===== config.mk =====
export PLATFORM = sky130hd
export DESIGN_NAME = min_tracking_stack
export DESIGN_NICKNAME = d
export VERILOG_FILES = /design/src/rtl/mts_pkg.sv /design/src/rtl/min_tracking_stack.sv /design/src/rtl/mts_ctrl.sv /design/src/rtl/mts_dp.sv
export VERILOG_INCLUDE_DIRS = /design/src /design/src/rtl
export SDC_FILE = /design/constraint.sdc
export NUM_CORES = 2
export LEC_CHECK = 0
export BUFFER_PORTS_ARGS = -buffer_cell sky130_fd_sc_hd__buf_2
export CAP_MARGIN = 20
export CORE_UTILIZATION = 45
export DETAILED_ROUTE_END_ITERATION = 6
export PLACE_DENSITY_LB_ADDON = 0.08
export SLEW_MARGIN = 25
export SYNTH_ARGS = -nofsm -noshare
export SYNTH_HDL_FRONTEND = slang
export SYNTH_SLANG_ARGS = --single-unit

===== constraint.sdc =====
create_clock -name clk -period 7.4 [get_ports clk]
set_clock_uncertainty 0.1 [all_clocks]
set_input_delay 1.48 -clock clk [delete_from_list [all_inputs] [get_ports clk]]
set_output_delay 1.48 -clock clk [all_outputs]
set_load 0.03 [all_outputs]

===== src/rtl/assert_macros.svh =====
// Assertion macros shared by the RTL files of the minimum-tracking stack.
`ifndef ASSERT_MACROS_SVH
`define ASSERT_MACROS_SVH

// Property checked at every rising edge, suspended while reset is high.
`define ASSERT_CLK(label, prop, msg) \
  label: assert property (@(posedge clk) disable iff (rst) (prop)) else $error(msg);

// Property checked at every rising edge, reset included.
`define ASSERT_ALWAYS(label, prop, msg) \
  label: assert property (@(posedge clk) (prop)) else $error(msg);

`endif


===== src/rtl/mts_pkg.sv =====
// ----------------------------------------------------------------------------
// mts_pkg
// Types and constants shared by the controller, datapath and top level of the
// minimum-tracking stack.
// ----------------------------------------------------------------------------
package mts_pkg;

  localparam int unsigned DEF_STACK_DEPTH = 64;
  localparam int unsigned DEF_VALUE_WIDTH = 32;

  // Request codes
  typedef enum logic [1:0] {
    REQ_PUSH = 2'd0,
    REQ_POP  = 2'd1,
    REQ_PEEK = 2'd2,
    REQ_MIN  = 2'd3
  } req_t;

  // Result status codes
  typedef enum logic [1:0] {
    ST_OK    = 2'd0,
    ST_EMPTY = 2'd1,
    ST_FULL  = 2'd2
  } status_t;

  // Controller to datapath commands
  typedef struct packed {
    logic    load;     // capture request and read top entry
    logic    push_en;  // write entry, bump count
    logic    pop_en;   // drop entry, restore minimum
    logic    emit;     // register result of current transaction
    status_t code;     // status of current transaction
  } mts_cmd_t;

  // Datapath to controller status
  typedef struct packed {
    req_t op;
    logic empty;
    logic full;
  } mts_stat_t;

endpackage


===== src/rtl/min_tracking_stack.sv =====
// ----------------------------------------------------------------------------
// min_tracking_stack
// Bounded signed stack that reports its minimum at any time.
// ----------------------------------------------------------------------------
// Usage:
//   Requests enter on req_type / push_value; a transaction is taken at a
//   rising edge where start is high and busy is low. req_type selects push,
//   pop, peek top or read minimum.
//   Each transaction gives one result on status / result_value, shown for
//   one cycle with done high. The receiver cannot hold results off.
// Timing:
//   The accepting edge captures the request and reads the top entry from
//   the synchronous store. busy is then high in the execute state, at whose
//   end the result is registered and done rises. No request is taken while
//   busy is high, so a new request is only taken once the last one has
//   given its result.
// Reset:
//   rst (synchronous) empties the stack and zeroes the minimum; store
//   contents are left as they are and are used only once written.
// Status:
//   empty on pop/peek/minimum of an empty stack, full on push to a full
//   stack; result_value is zero unless status is ok.
// ----------------------------------------------------------------------------
module min_tracking_stack #(
  parameter int unsigned STACK_DEPTH = mts_pkg::DEF_STACK_DEPTH,
  parameter int unsigned VALUE_WIDTH = mts_pkg::DEF_VALUE_WIDTH
) (
  input  logic                          clk,
  input  logic                          rst,
  input  logic                          start,
  output logic                          busy,
  input  logic [1:0]                    req_type,
  input  logic signed [VALUE_WIDTH-1:0] push_value,
  output logic                          done,
  output logic [1:0]                    status,
  output logic signed [VALUE_WIDTH-1:0] result_value
);
  import mts_pkg::*;

  mts_cmd_t  cmd;
  mts_stat_t stat;

  mts_ctrl u_ctrl (
    .clk   (clk),
    .rst   (rst),
    .start (start),
    .busy  (busy),
    .done  (done),
    .stat  (stat),
    .cmd   (cmd)
  );

  mts_dp #(
    .STACK_DEPTH (STACK_DEPTH),
    .VALUE_WIDTH (VALUE_WIDTH)
  ) u_dp (
    .clk          (clk),
    .rst          (rst),
    .cmd          (cmd),
    .stat         (stat),
    .req_type     (req_type),
    .push_value   (push_value),
    .status       (status),
    .result_value (result_value)
  );

endmodule


===== src/rtl/mts_ctrl.sv =====
// ----------------------------------------------------------------------------
// mts_ctrl
// Two-state sequencer: captures a request, then executes it once the top
// entry has been read from the store.
// ----------------------------------------------------------------------------
module mts_ctrl (
  input  logic              clk,
  input  logic              rst,
  input  logic              start,
  output logic              busy,
  output logic              done,
  input  mts_pkg::mts_stat_t stat,
  output mts_pkg::mts_cmd_t  cmd
);
  import mts_pkg::*;

  typedef enum logic {
    S_IDLE,
    S_EXEC
  } state_t;

  state_t state;

  // State and result strobe
  always_ff @(posedge clk) begin
    if (rst) begin
      state <= S_IDLE;
      done  <= 1'b0;
    end else begin
      unique case (state)
        S_IDLE: begin
          done <= 1'b0;
          if (start) state <= S_EXEC;
        end
        S_EXEC: begin
          done  <= 1'b1;
          state <= S_IDLE;
        end
      endcase
    end
  end

  assign busy = (state == S_EXEC);

  // Command decode
  always_comb begin
    cmd         = '0;
    cmd.code    = ST_OK;
    cmd.load    = (state == S_IDLE) && start;
    cmd.emit    = (state == S_EXEC);
    unique case (stat.op)
      REQ_PUSH: begin
        cmd.code    = stat.full ? ST_FULL : ST_OK;
        cmd.push_en = (state == S_EXEC) && !stat.full;
      end
      REQ_POP: begin
        cmd.code   = stat.empty ? ST_EMPTY : ST_OK;
        cmd.pop_en = (state == S_EXEC) && !stat.empty;
      end
      REQ_PEEK, REQ_MIN: begin
        cmd.code = stat.empty ? ST_EMPTY : ST_OK;
      end
    endcase
  end

  `include "assert_macros.svh"

  `ASSERT_CLK(a_accept_busy, (start && !busy) |=> busy, "accepted request did not go busy")
  `ASSERT_CLK(a_done_idle, done |-> !busy && $past(busy), "result strobe out of sequence")
  `ASSERT_ALWAYS(a_push_pop_excl, !(cmd.push_en && cmd.pop_en), "push and pop together")

endmodule


===== src/rtl/mts_dp.sv =====
// ----------------------------------------------------------------------------
// mts_dp
// Entry store, count, current minimum and the encode / decode arithmetic.
// ----------------------------------------------------------------------------
module mts_dp #(
  parameter int unsigned STACK_DEPTH = mts_pkg::DEF_STACK_DEPTH,
  parameter int unsigned VALUE_WIDTH = mts_pkg::DEF_VALUE_WIDTH
) (
  input  logic                          clk,
  input  logic                          rst,
  input  mts_pkg::mts_cmd_t             cmd,
  output mts_pkg::mts_stat_t            stat,
  input  logic [1:0]                    req_type,
  input  logic signed [VALUE_WIDTH-1:0] push_value,
  output logic [1:0]                    status,
  output logic signed [VALUE_WIDTH-1:0] result_value
);
  import mts_pkg::*;

  localparam int unsigned AW = (STACK_DEPTH > 1) ? $clog2(STACK_DEPTH) : 1;
  localparam int unsigned CW = $clog2(STACK_DEPTH + 1);
  localparam int unsigned EW = VALUE_WIDTH + 2;

  logic signed [EW-1:0]          mem [STACK_DEPTH];
  logic signed [EW-1:0]          top;
  logic [CW-1:0]                 count;
  logic signed [VALUE_WIDTH-1:0] cur_min;
  logic signed [VALUE_WIDTH-1:0] val_q;
  req_t                          op_q;

  logic signed [EW-1:0]          x_ext;
  logic signed [EW-1:0]          min_ext;
  logic signed [EW-1:0]          enc;
  logic signed [EW-1:0]          min_restore;
  logic                          below;
  logic                          encoded;
  logic signed [VALUE_WIDTH-1:0] top_val;
  logic signed [VALUE_WIDTH-1:0] res;
  logic [AW-1:0]                 rd_addr;

  assign rd_addr = AW'(count - CW'(1));

  // Request capture
  always_ff @(posedge clk) begin
    if (cmd.load) begin
      op_q  <= req_t'(req_type);
      val_q <= push_value;
    end
  end

  // Store: write on push, registered read of the top entry at capture
  always_ff @(posedge clk) begin
    if (cmd.push_en) mem[AW'(count)] <= enc;
    if (cmd.load)    top <= mem[rd_addr];
  end

  // Encode / decode arithmetic
  always_comb begin
    x_ext       = EW'(val_q);
    min_ext     = EW'(cur_min);
    below       = (x_ext < min_ext);
    encoded     = (top < min_ext);
    min_restore = {min_ext[EW-2:0], 1'b0} - top;
    top_val     = encoded ? cur_min : top[VALUE_WIDTH-1:0];
    if (stat.empty || !below) enc = x_ext;
    else                      enc = {x_ext[EW-2:0], 1'b0} - min_ext;
    case (op_q)
      REQ_PUSH:          res = val_q;
      REQ_POP, REQ_PEEK: res = top_val;
      default:           res = cur_min;
    endcase
  end

  // Count and minimum
  always_ff @(posedge clk) begin
    if (rst) begin
      count   <= '0;
      cur_min <= '0;
    end else if (cmd.push_en) begin
      count <= count + CW'(1);
      if (stat.empty || below) cur_min <= val_q;
    end else if (cmd.pop_en) begin
      count <= count - CW'(1);
      if (encoded) cur_min <= min_restore[VALUE_WIDTH-1:0];
    end
  end

  // Result registers
  always_ff @(posedge clk) begin
    if (cmd.emit) begin
      status       <= cmd.code;
      result_value <= (cmd.code == ST_OK) ? res : '0;
    end
  end

  assign stat.op    = op_q;
  assign stat.empty = (count == '0);
  assign stat.full  = (count == CW'(STACK_DEPTH));

  `include "assert_macros.svh"

  `ASSERT_CLK(a_count_range, count <= CW'(STACK_DEPTH), "entry count beyond depth")
  `ASSERT_CLK(a_pop_count, cmd.pop_en |=> count == $past(count) - CW'(1), "pop miscounted")
  `ASSERT_CLK(a_push_min, (cmd.push_en && below) |=> cur_min == $past(val_q),
              "minimum not taken on push")

endmodule


After elaboration in Yosys (flattened, before gate mapping). Memory sizes are Yosys's and may differ from the RTL's. A register that Yosys moved wholly into a read port is not among the register bits. Cells that the tools add are included.

Equal/unequal tests: 5. Add/subtract/negate cells: 4. Muxes and demuxes: 19. Order comparisons: 2. Reduce and logical (&&, ||, !) cells: 16. Bitwise gates (word level): 1.

Operators with widths (count): 2-to-1 mux 32 bit (5); case mux 32 bit (2 select lines) (1); < comparator 34 x 32 -> 1 bit (1); 2-to-1 mux 34 bit (1); subtractor 33 x 32 -> 34 bit (1); < comparator 32 bit (1); subtractor 32 bit (1); 2-to-1 mux 7 bit (2); adder 7 x 1 -> 7 bit (second input constant) (1); equality test 7 bit (second input constant) (1); logical NOT 7 bit (1); subtractor 7 x 1 -> 7 bit (second input constant) (1); 2-to-1 mux 1 bit (6); equality test 2 bit (second input constant) (2); logical NOT 2 bit (2); case mux 1 bit (2 select lines) (2); case mux 2 bit (2 select lines) (1); nonzero test 2 bit (2); logical AND 1 bit (3); logical NOT 1 bit (3); AND reduction 3 bit (1); OR reduction 3 bit (1); equality test 2 x 1 -> 1 bit (second input constant) (1); logical OR 1 bit (2); 4 further kinds (4).

Input port bits: 37. Bits in registers: 109. Word-level logic and storage cells: 56. RAM bits: 2176. Memories: 1. Output and inout bits: 36.

Memory list: u_dp.mem (words 64, width 34, rd ports 1, clocked after Yosys merged registers in 1, write ports 1, RTL line mts_dp.sv:24) `logic signed [EW-1:0] mem [STACK_DEPTH];`.

Longest topological paths before layout.
Depth in word-level cells: 6. Mapped depth: 14. Mapped depth without buffers: 11.

Hierarchy. A second synthesis with hierarchy kept.

Cells, all modules: 4399. Area, all modules: 93717.4 um2.

Modules (own cells, without submodules): mts_dp (instances 1, seq. area each 69186.4 um2, cells an instance 4389, area an instance 93607.3 um2); mts_ctrl (instances 1, seq. area each 40.0 um2, cells an instance 10, area an instance 110.1 um2).

Least setup slack after synthesis. Ideal clock, no wire load.

Path type: reg-to-reg. Start: register u_dp.val_q[20]. End: memory u_dp.mem[0][30] (netlist bit) (data pin). Path slack: 1655 ps. Stages on the path, launching flop included: 11. Buffers on the path: 1. Library setup time: 702 ps. Arrival time: 4943 ps. Required time: 6598 ps. Clock period less this slack: 5745 ps. Cells stage by stage: edfxtp_1 > ha_1 > clkbuf_1 > a2111oi_2 > nand2_1 > o311ai_0 > o21bai_1 > and2_1 > a221oi_1 > xor2_1 > o21ai_0.

Longest elaborated chain between the ends: 4. Elaborated cells between the ends (all ways): 5. Classes of those cells: 1 x add/sub; 1 x order compare; 1 x mux; 2 x reduce/logical.

RTL lines: start: declaration (RTL line mts_dp.sv:28) `logic signed [VALUE_WIDTH-1:0] val_q;`; start signal: assignment (RTL line mts_dp.sv:47) `val_q <= push_value;`; < comparator 32 bit (RTL line mts_dp.sv:61) `below = (x_ext < min_ext);`; logical NOT 1 bit (RTL line mts_dp.sv:65) `if (stat.empty || !below) enc = x_ext;`; logical OR 1 bit (RTL line mts_dp.sv:65); 2-to-1 mux 34 bit * (RTL line mts_dp.sv:65); net u_dp.enc[30] (RTL line mts_dp.sv:33) `logic signed [EW-1:0] enc;`; end: declaration (RTL line mts_dp.sv:24).

The timed path passes the listed nets; every way through them passes the cells marked *.

Worst setup path after layout.
Start: register u_dp.count[0]. End: memory u_dp.mem[17][18] (netlist bit) (enable).

Longest elaborated chain between the ends: 6.

RTL lines: start: declaration (RTL line mts_dp.sv:26) `logic [CW-1:0] count;`; start signal: assignment (RTL line mts_dp.sv:80) `count <= count + CW'(1);`; start signal: assignment (RTL line mts_dp.sv:83) `count <= count - CW'(1);`; equality test 7 bit (RTL line mts_dp.sv:98) `assign stat.full = (count == CW'(STACK_DEPTH));`; logical NOT 1 bit (RTL line mts_ctrl.sv:54) `cmd.push_en = (state == S_EXEC) && !stat.full;`; logical AND 1 bit (RTL line mts_ctrl.sv:54); 2-to-1 mux 1 bit (RTL line mts_ctrl.sv:51) `unique case (stat.op)`; 2-to-1 mux 1 bit (RTL line mts_dp.sv:53) `if (cmd.push_en) mem[AW'(count)] <= enc;`; 2-to-1 mux 1 bit (not written as such) (RTL line mts_dp.sv:53).

Parallel ways exist; a longest one is shown, timed or not.

==> summary.md <==
| Metric | Value |
|---|---|
| Share of cells above drive strength 1 | 29.17% |
| Area of the mapped netlist | 93,030 sq um |
| Post-route clock period utilization | 69.12% |
| Worst min-delay path class | reg2reg |
| Pwr dens | 266.9 nW/um^2 |
| Placed cell areas | just under 100,000 sq um |
| Total via count after detailed routing | about 45,000 |
| Detail Route Antenna Nets | 0 |
| Failing checks | DRC |
| Most used DFF post-synth | sky130_fd_sc_hd__edfxtp_1 |
| RSZ-0062 raised after global routing | false |
| Reg2Reg Setup Slack | 2.29 ns |
| Element type at the critical path end | flip-flop |
| Relative area change from synthesis to final layout | 13.26% |
| Post-route core utilization | 51.40% |
| Total non-filler cell area in the finished layout | 105,400 sq um |
| Worst Setup Slack post-DPL | between 2 and 2.5 ns |
| Number of register bits inferred by synthesis | between 2,000 and 2,500 |
| Fin worst setup slack | 2.285 ns |
| Routed WL per cell | 32.89 um |
| Crit path capture | u_dp.mem[17][18] |
| Reg2Reg Launch Point | u_dp.count[0] |
| Top cell family by delay on the critical path | simple AND/OR/NAND/NOR gates |
| Hold slack | 0.4414 ns |
| Logic depth of the worst setup path including buffers | 10 |
| Post-placement cell count | 7,011 |
| Most frequent standard cell in the layout excluding fill and tap cells | sky130_fd_sc_hd__edfxtp_1 |
| CP max-delay cell | sky130_fd_sc_hd__nor2_4 |
| Hold violation total from the final report | 0 |
| Number of nets in the final layout | 4,728 |
| Starting density of the core | about 45% |
| Leakage power of the design | 32.51 nW |
| Placer Congestion | 0.8500 |
| Worst-case vdd ir drop | 0.2798 mV |
| Total die area | 208,600 sq um |
| Critical register-to-register path endpoint | u_dp.mem[17][18] |
| Maxcap violations | 0 |
| 1st-iter DRT viols | 4,729 |
| Syn_area_per_cell | ~22 sq um |
| Height of the die | 456.7 um |
| Post-synthesis net count | between 4,000 and 5,000 |
| Met3 demand-to-capacity share in global routing | 4.122% |
| Fmax achieved | 195.5 MHz |
| Max-slew headroom at the worst pin | 23.82% |
| Stage delay of the slowest cell on the critical path | 0.99 ns |
| I/O pin count | 73 |
| Critical path buffer and inverter count | 3 |
| Worst-case reg-to-reg path depth | 10 |
| Global-route met2 utilization | 37.38% |
| Via count of the first global-routing pass | ~46,000 |
| Die Width | 456.7 um |
| Worst endpoint required time | 7.84 ns |
| Crit Path Class | reg2reg |
| Fraction of registers with async set or reset after synthesis | 0% |
| Kind of launch point of the worst setup path | flip-flop |
| Mean number of vias per cell | 6.060 |
| Worst endpoint data arrival time | 5.55 ns |
| Clock sink total | about 2,300 |
| CP Cell Sequence | inv_1 -> ha_4 -> nand2b_1 -> nor4_2 -> a21o_1 -> buf_4 -> nor2_1 -> nand3b_1 -> nor2_4 -> buf_4 |
| Number of cells upsized or downsized after cts | 0 |
| Setup Viol. Count Final | 0 |
| Period minus WS final | about 5.1 ns |
| Global-route usage over all layers | about a quarter |
| Setup Fix Bufs, Post-CTS | 0 |
| CP most frequent cell | sky130_fd_sc_hd__buf_4 |
| CTS tree | built |
| Source of the critical timing path | u_dp.count[0] |
| Syn. warnings | 0 |
| Post-synthesis cell count | roughly 4,300 |
| Final Routed Wirelength | about 240,000 um |
| Num rows | 166 |
| Max Root-Sink Buffers | 3 |
| Number of max-slew violations in the final report | 0 |
| Initial DRT Pass Iterations | 7 |
| Share of synthesized area occupied by flip-flops and latches | around three quarters |
| Least-Margin Pin Slew | 1.143 ns |
| Met1 routing resource usage after global routing | 34.69% |
| Residual overflow from global routing | 0 |
| First-pass GRT wire length | 349,300 um |
| Overall power consumption | 28.12 mW |
| Port Buffer Count | 72 |
| H-tree depth | 4 |
| Top library cells by usage in the layout, fill and taps aside | sky130_fd_sc_hd__edfxtp_1 (2,278), sky130_fd_sc_hd__mux4_2 (714), sky130_fd_sc_hd__clkbuf_16 (233) |
| Hold_buf cts | 0 |
| Clock Root Buffer | sky130_fd_sc_hd__clkbuf_16 |
| Half-perimeter wire length after detailed placement | 146,000 um |
| Global routing's busiest layer | met2 |
| Core area | 205,000 sq um |
| Skew-Pair Late Insertion Delay | just under 0.9 ns |
| Status | finished, violations left |
| Peak fanout along the critical path | 26 |
| Final Instance Count excl. Fillers | 7,445 |
| Clock-pin slew of the registers on the worst-case setup and hold paths | 0.06 ns |
| Initial antenna violation count | 18 |
| Total negative slack | 0 ns |
| Residual DRC | 1 |
| Unique cell type count in the Yosys netlist | 73 |
| Maximum number of pins on one net before global-route repair | 78 |
| TritonCTS buffer count | 232 |
| EDFF count, synth | 2,278 |
-- kinds of logic (layout without fill, tap and decap cells) --
group                      after synthesis  after routing  share of synthesized area (%)
and+or+nand+nor                        368            368                          1.771
AOI/OAI and AO/OA                      381            381                          2.702
adders and majority gates              133            133                          1.805
buffers and inverters                  318            774                          1.415
muxes                                  719            719                          17.34
DFF                                   2319           2319                          74.41
xor gates and xnor gates                58             58                         0.5541
other                                    0              5                              0
-- layout make-up --
| type | instances | area, sq um |
|---|---|---|
| well taps | 2688 | 3363 |
| repair buffers | 231 | 1772 |
| inverters | 115 | 431.7 |
| flip-flops and latches | 2319 | 69230 |
| clock buffers | 283 | 6038 |
| clock inverters | 145 | 1050 |
| fillers | 16050 | 99640 |
| multi-input cells | 1659 | 23470 |
| diodes | 5 | 12.51 |
-- routing by layer --
| metal | share of wire [%] | routed length (um) |
|---|---|---|
| met3 | 6.0 | 14780 |
| met5 | 0 | 0 |
| met2 | 48 | 117600 |
| met1 | 44 | 108600 |
| met4 | 1.6 | 3911 |
-- power breakdown --
part / switching, mW / internal (mW) / leakage [nW]
combinational: 1.44 / 0.776 / 8.16
clock: 5.00 / 6.04 / 3.47
sequential: 0.111 / 14.8 / 20.9
-- worst register-to-register path: cells and delay by family, from the launching register on --
kind,cells,cell delay (ns)
adders and majority gates,1,0.25
and+or+nand+nor,5,2.68
AOI/OAI and AO/OA,1,0.24
DFF,1,0.64
buffers and inverters,3,0.85
-- registers in the layout, summed over array words and instances, names as in the netlist --
name and flops:
u_dp.top 34, u_dp.val_q 32, u_ctrl.busy 1, u_dp.cur_min 32, u_dp.count 7, u_dp.op_q 2, u_ctrl.done 1, u_dp.status 2
u_dp.result_value 32, u_dp.mem 2176
-- synthesized netlist by cell type, drive strengths merged, types with 9 or more instances --
library cell / number / share of area (%)
mux4: 714 / 17
nand3: 28 / 0.15
xnor2: 34 / 0.33
nor2: 144 / 0.58
xor2: 24 / 0.23
a31oi: 22 / 0.15
a21o: 26 / 0.21
buf: 96 / 0.52
o21ai: 98 / 0.53
a21oi: 99 / 0.55
inv: 115 / 0.46
and3: 10 / 0.067
nand4: 9 / 0.061
nand2: 109 / 0.44
edfxtp: 2278 / 74
nor2b: 12 / 0.081
ha: 131 / 1.8
o21a: 11 / 0.089
nor3: 15 / 0.081
dfxtp: 41 / 0.88
a222oi: 31 / 0.33
a211oi: 25 / 0.20
clkbuf: 107 / 0.43
-- worst min-delay path by stage --
stage	from	end	slack (ns)	cells after the start
6_report	u_dp.cur_min[11]	u_dp.cur_min[11]	0.44	2
5_1_grt	u_dp.cur_min[6]	u_dp.cur_min[6]	0.47	2
4_1_cts	u_dp.cur_min[11]	u_dp.cur_min[11]	0.44	2
3_5_place_dp	u_dp.cur_min[11]	u_dp.cur_min[11]	0.43	2
3_3_place_gp	u_dp.cur_min[11]	u_dp.cur_min[11]	0.42	2
2_1_floorplan	u_dp.cur_min[11]	u_dp.cur_min[11]	0.40	2
No activity file was read; power rests on OpenSTA's default activity.
